File: src/sse_pkg.sv
// Shared types and constants for the substring search engine.
`default_nettype none
package sse_pkg;

   localparam int DEF_TEXT_DEPTH    = 4096;
   localparam int DEF_PATTERN_DEPTH = 64;
   localparam int QUEUE_DEPTH       = 4;
   localparam int BYTE_W            = 8;
   localparam int STATUS_W          = 2;
   localparam int OFFSET_W          = 12;

   typedef enum logic [1:0] {
      OP_PATTERN   = 2'd0,
      OP_TEXT      = 2'd1,
      OP_TEXT_LAST = 2'd2
   } op_type;

   typedef enum logic [STATUS_W-1:0] {
      STATUS_FOUND     = 2'd0,
      STATUS_NOT_FOUND = 2'd1,
      STATUS_INVALID   = 2'd2
   } status_type;

   typedef enum logic [2:0] {
      ST_IDLE,
      ST_CHECK,
      ST_READ,
      ST_CMP,
      ST_DONE
   } state_type;

   typedef struct packed {
      op_type            op;
      logic [BYTE_W-1:0] data;
   } q_entry_type;

endpackage
`default_nettype wire

File: src/sse_front.sv
// Request intake: classifies each request and queues it for the search back end.
`default_nettype none
module sse_front (
   input  wire                  clock,
   input  wire                  reset,
   input  wire                  req_valid,
   output logic                 req_stall,
   input  wire                  req_mode,
   input  wire [7:0]            req_data_byte,
   input  wire                  req_last,
   output logic                 q_valid,
   output sse_pkg::q_entry_type q_entry,
   input  wire                  q_pop
);
   import sse_pkg::*;

   localparam int QAW = $clog2(QUEUE_DEPTH);

   q_entry_type          q_mem_ff [QUEUE_DEPTH];
   logic [QAW-1:0]       wr_ptr_ff, wr_ptr_in;
   logic [QAW-1:0]       rd_ptr_ff, rd_ptr_in;
   logic [QAW:0]         count_ff, count_in;
   q_entry_type          new_entry;
   logic                 push;
   logic                 pop;

   always_comb begin
      new_entry.data = req_data_byte;
      if (!req_mode) begin
         new_entry.op = OP_PATTERN;
      end else if (req_last) begin
         new_entry.op = OP_TEXT_LAST;
      end else begin
         new_entry.op = OP_TEXT;
      end
   end

   assign req_stall = (count_ff == (QAW+1)'(QUEUE_DEPTH));
   assign push      = req_valid && !req_stall;
   assign q_valid   = (count_ff != '0);
   assign pop       = q_pop && q_valid;
   assign q_entry   = q_mem_ff[rd_ptr_ff];

   always_comb begin
      wr_ptr_in = push ? wr_ptr_ff + 1'b1 : wr_ptr_ff;
      rd_ptr_in = pop ? rd_ptr_ff + 1'b1 : rd_ptr_ff;
      count_in  = count_ff;
      if (push && !pop) begin
         count_in = count_ff + 1'b1;
      end else if (pop && !push) begin
         count_in = count_ff - 1'b1;
      end
   end

   always_ff @(posedge clock) begin
      if (reset) begin
         wr_ptr_ff <= '0;
         rd_ptr_ff <= '0;
         count_ff  <= '0;
      end else begin
         wr_ptr_ff <= wr_ptr_in;
         rd_ptr_ff <= rd_ptr_in;
         count_ff  <= count_in;
      end
   end

   always_ff @(posedge clock) begin
      if (push) begin
         q_mem_ff[wr_ptr_ff] <= new_entry;
      end
   end

endmodule
`default_nettype wire

File: config.mk
export PLATFORM = sky130hd
export DESIGN_NAME = sse_front
export DESIGN_NICKNAME = d
export VERILOG_FILES = /design/src/sse_pkg.sv /design/src/sse_front.sv
export SDC_FILE = /design/constraint.sdc
export NUM_CORES = 1
export LEC_CHECK = 0
export ABC_AREA = 1
export BUFFER_PORTS_ARGS = -buffer_cell sky130_fd_sc_hd__buf_2
export CORE_MARGIN = 3
export CORE_UTILIZATION = 35
export DETAILED_ROUTE_END_ITERATION = 6
export PLACE_DENSITY_LB_ADDON = 0.08
export SYNTH_ARGS = -nofsm -noshare
export SYNTH_HDL_FRONTEND = slang
export SYNTH_SLANG_ARGS = --single-unit
export TNS_END_PERCENT = 5
File: constraint.sdc
create_clock -name clock -period 4.1 [get_ports clock]
set_input_delay 0.82 -clock clock [delete_from_list [all_inputs] [get_ports clock]]
set_output_delay 0.82 -clock clock [all_outputs]
set_load 0.005 [all_outputs]
Word level (Yosys, flattened, before mapping)
Memory sizes are Yosys's and may differ from the RTL's. A register that Yosys moved wholly into a read port is not among the register bits.
Cells that the tools add are included.
Cells by class
  reduce and logical (&&, ||, !) cells: 9
  add/subtract/negate cells: 4
  eq/ne operators: 1
  mux-type cells: 8
Operators by type and width (number)
  two-way mux 2 bit: 4
  two-way mux 3 bit: 2
  adder 2 x 1 -> 2 bit, second input constant: 2
  logical AND 1 bit: 4
  adder 3 x 1 -> 3 bit, second input constant: 1
  equality test 3 bit, second input constant: 1
  zero test 1 bit: 3
  nonzero test 3 bit: 1
  subtractor 3 x 1 -> 3 bit, second input constant: 1
  two-way mux 1 bit: 2
  nonzero test 2 bit: 1
Storage, ports and cells
  register bits after elaboration: 7
  memories: 1
  RAM bits: 40
  output and inout bits: 12
  input bits: 14
  logic and storage cells: 26
Memory list
  q_mem_ff: depth 4, bits a word 10, read ports 1, clocked after memory_dff 1, write ports 1, line sse_front.sv:19  | q_entry_type q_mem_ff [QUEUE_DEPTH];

Longest topological paths before layout
  depth in word-level cells: 7
  depth in mapped cells: 13
  gate-level depth less buffers: 13

Worst setup path after synthesis
No wires, ideal clock.
  kind: in2reg
  start point: input req_valid
  end point: register count_ff[2]
  arrival time: 1.787 ns
  slack: 2.200 ns
  cell stages on the path: 11
  setup time: 0.113 ns
  path buffers: 0
  path through: nand2_4 inv_2 ha_1 inv_1 fa_1 inv_1 nand2_1 nand3_1 nand2_1 nand2_1 nor2_1
Between the ends
  cells in the longest elaborated chain, start to end: 4
RTL lines
  start, declared: line sse_front.sv:6  | input wire req_valid,
  logical AND 1 bit *: line sse_front.sv:39  | assign push = req_valid && !req_stall;
  named net push: line sse_front.sv:24  | logic push;
  zero test 1 bit: line sse_front.sv:50  | end else if (pop && !push) begin
  logical AND 1 bit: line sse_front.sv:50
  nonzero test 2 bit (no source line)
  end signal, assigned: line sse_front.sv:63  | count_ff <= count_in;
  end, declared: line sse_front.sv:22  | logic [QAW:0] count_ff, count_in;
The timed path passes the listed nets; every way through them passes the cells marked *.
A chain may end at the register's enable or synchronous reset.

==> summary.txt <==
Status
  • Status: completed

Routing
  • WL per Instance: 13.8 um
  • Initial DRC Count: 58
  • First drt pass iteration count: 4
  • Avg Vias per Cell: 4.74
  • # DRC: 0
  • DR vias: 1270
  • Antenna-violating nets left: 0
  • WL final: 3.69 mm

Cells and area
  • Share of post-route cells with drive strength above 1: 19.2%
  • Final Util: 43.0%
  • Post-route cell area: 2280 sq um
  • Nets: 217
  • Layout Area Growth over Synthesis: 13.9%
  • N_diodes: 0

Timing
  • RSZ-0062 raised after global routing: no
  • Worst-Margin Slew: 1.05 ns
  • Setup tns final: 0 ns
  • Setup violators final: 0
  • Fmax: 358 MHz
  • Rel. slew slack: 29.7%
  • Slew Limit Fails: 0
  • Clk_skew: 0.00185 ns
  • Final hold vios: 0
  • Final Cycle Share: 68.0%
  • Setup ws final: 1.31 ns
  • Fin crit period: 2.79 ns

Synthesis
  • Async set or reset register ratio after synthesis: 0%
  • Post-Syn Area per Cell: 11.8 sq um
  • Net count after synthesis: 190
  • Synth area leader: edfxtp_1
  • Top cells by area, synth: edfxtp_1, dfxtp_1, nor2_1, o21ai_0, inv_1
  • Cell count after synthesis: 170
  • Post-synth top flop: edfxtp_1
  • Synth cell count leaders: edfxtp_1, nor2_1, o21ai_0
  • Register area share after synthesis: 69.0%
  • Synthesis-stage register bit count: 49
  • Cell Area, Synth: 2000 sq um
  • Ys Warns: 0
  • Area fraction of the dominant cell type after synthesis: 60.0%
  • Yosys cell types: 19
  • Cell with the most instances after synthesis: edfxtp_1
  • Post-synth EDFFs: 40

Worst setup path
  • Critical path peak fanout: 21
  • CP startpoint kind: register
  • Worst Path Required: 3.28 ns
  • Crit Path Class: reg -> out
  • Slowest cell delay on critical path: 0.73 ns
  • Crit-path slowest cell: dfxtp_1
  • CP Data Arrival Time: 1.97 ns
  • Crit path cell chain: inv_1 -> o21ai_0 -> o22ai_1 -> buf_2
  • Critical path capture point type: output port

Clocking
  • Clk slew on worst S/H paths: 0.08 ns
  • Post-CTS Hold Fix Bufs: 0
  • Skew-Pair Late Insertion Delay: 0.29 ns
  • Maximum root-to-sink buffer count: 2
  • CTS H-tree lvls: 2
  • Clock Sinks: 49
  • Post-CTS resize count: 0
  • CTS tree: built
  • CTS Buf Count: 5
  • CTS root buf: clkbuf_8
  • Setup bufs post-CTS: 0

Placement
  • Placed Area: 2190 sq um
  • Global placer's final weighted congestion: 0.764
  • Hpwl dp: 2.55 mm
  • I/O Buffers: 25
  • Dpl ws: 1.55 ns

Floorplanning
  • IO Count: 26
  • Die Wd: 81.6 um
  • Die H: 81.6 um
  • Die area: 6660 sq um
  • CORE AREA: 5300 sq um
  • Cell Rows: 26
  • Initial Utilization: 37.7%

Flow run
  • Max_cap viols: 0

Worst hold path
  • Min-delay worst type: reg -> reg

Pwr
  • Cell Pwr Density: 563 nW/um^2
  • Worst IR Drop VDD: 0.225 mV
  • LEAKAGE: 0.879 nW

Global route
  • Antenna violations before repair: 0
  • Number of global-route vias before repair: 1229
  • Gr usage total: 12.1%
  • Grt ovf: 0
  • First-pass GRT wire length: 5.81 mm
  • Largest net degree at the start of global routing: 22
## cells by family after synthesis
| group | after synthesis | synth area share, % |
|---|---|---|
| AO/OA/AOI/OAI | 34 | 9.13 |
| adder cells (fa/ha/maj) | 6 | 4.13 |
| flip-flops | 49 | 69.0 |
| buffers and inverters | 24 | 4.81 |
| XOR/XNOR | 1 | 0.438 |
| AND/OR/NAND/NOR | 56 | 12.4 |
## through the flow
| step | hold WS [ns] | total power (W) | instances |
|---|---|---|---|
| detailed placement | 0.498 | 0.00103 | 260 |
| global placement | 0.479 | 0.00101 | 260 |
| floorplan | 0.459 | 0.000898 | 170 |
| CTS | 0.510 | 0.00131 | 268 |
| finish | 0.515 | 0.00128 | 268 |
| global route | 0.545 | 0.00138 | 268 |
## area by class of cell
cell class / instances / area, sq um
fillers: 520 / 3020
flip-flops and latches: 49 / 1380
multi-input cells: 97 / 523
repair buffers: 25 / 125
clock buffers: 8 / 90.1
well taps: 70 / 87.6
inverters: 19 / 71.3
## path summary, 6_finish.rpt
check / endpoint / slack, ns / depth (start not counted) / startpoint
worst min-delay path: rd_ptr_ff[1] / 0.52 / 2 / rd_ptr_ff[1]
worst max-delay path: q_entry[4] / 1.31 / 4 / register
worst max register to register: q_mem_ff[1][4] / 2.24 / 4 / count_ff[0]
worst min register to register: rd_ptr_ff[1] / 0.52 / 2 / rd_ptr_ff[1]
## registers in the layout (all words and copies together), names as in the netlist, named ones only
signal / flops
q_mem_ff: 40
count_ff: 3
rd_ptr_ff: 2
wr_ptr_ff: 2
## cell usage in the layout, fill, tap and decap left out
cell	count
edfxtp_1	40
nor2_1	34
buf_2	25
o21ai_0	21
inv_1	18
nand2_1	11
o22ai_1	10
dfxtp_1	9
clkbuf_8	6
ha_1	5
nand3_1	4
nand2_2	3
a21oi_1	3
nand2_4	2
clkbuf_1	2
nor2_4	1
inv_2	1
xor2_1	1
nand3b_1	1
fa_1	1
## critical path, delay by kind of cell, from the launching register on
| family | cells | cell delay [ns] |
|---|---|---|
| DFF | 1 | 0.73 |
| buffers and inverters | 2 | 0.58 |
| AOI/OAI and AO/OA | 2 | 0.38 |
## report_power, final
part           internal (W)  total [W]  switching (W)  leakage (nW)
logic              0.000136   0.000341       0.000205         0.391
clock network      0.000138   0.000278       0.000140        0.0455
registers          0.000610   0.000665      0.0000546         0.442
total              0.000884    0.00128       0.000400         0.879
## per-layer routing
metal  global-route usage (%)  vias up  part of all wire, %
li1                         -      633                    -
met1                     13.6      597                   43
met2                     20.8       32                   51
met3                     3.95        8                  4.5
met4                     5.15        0                  2.2
met5                        0        -                    0
No activity file was read; power rests on OpenSTA's default activity.
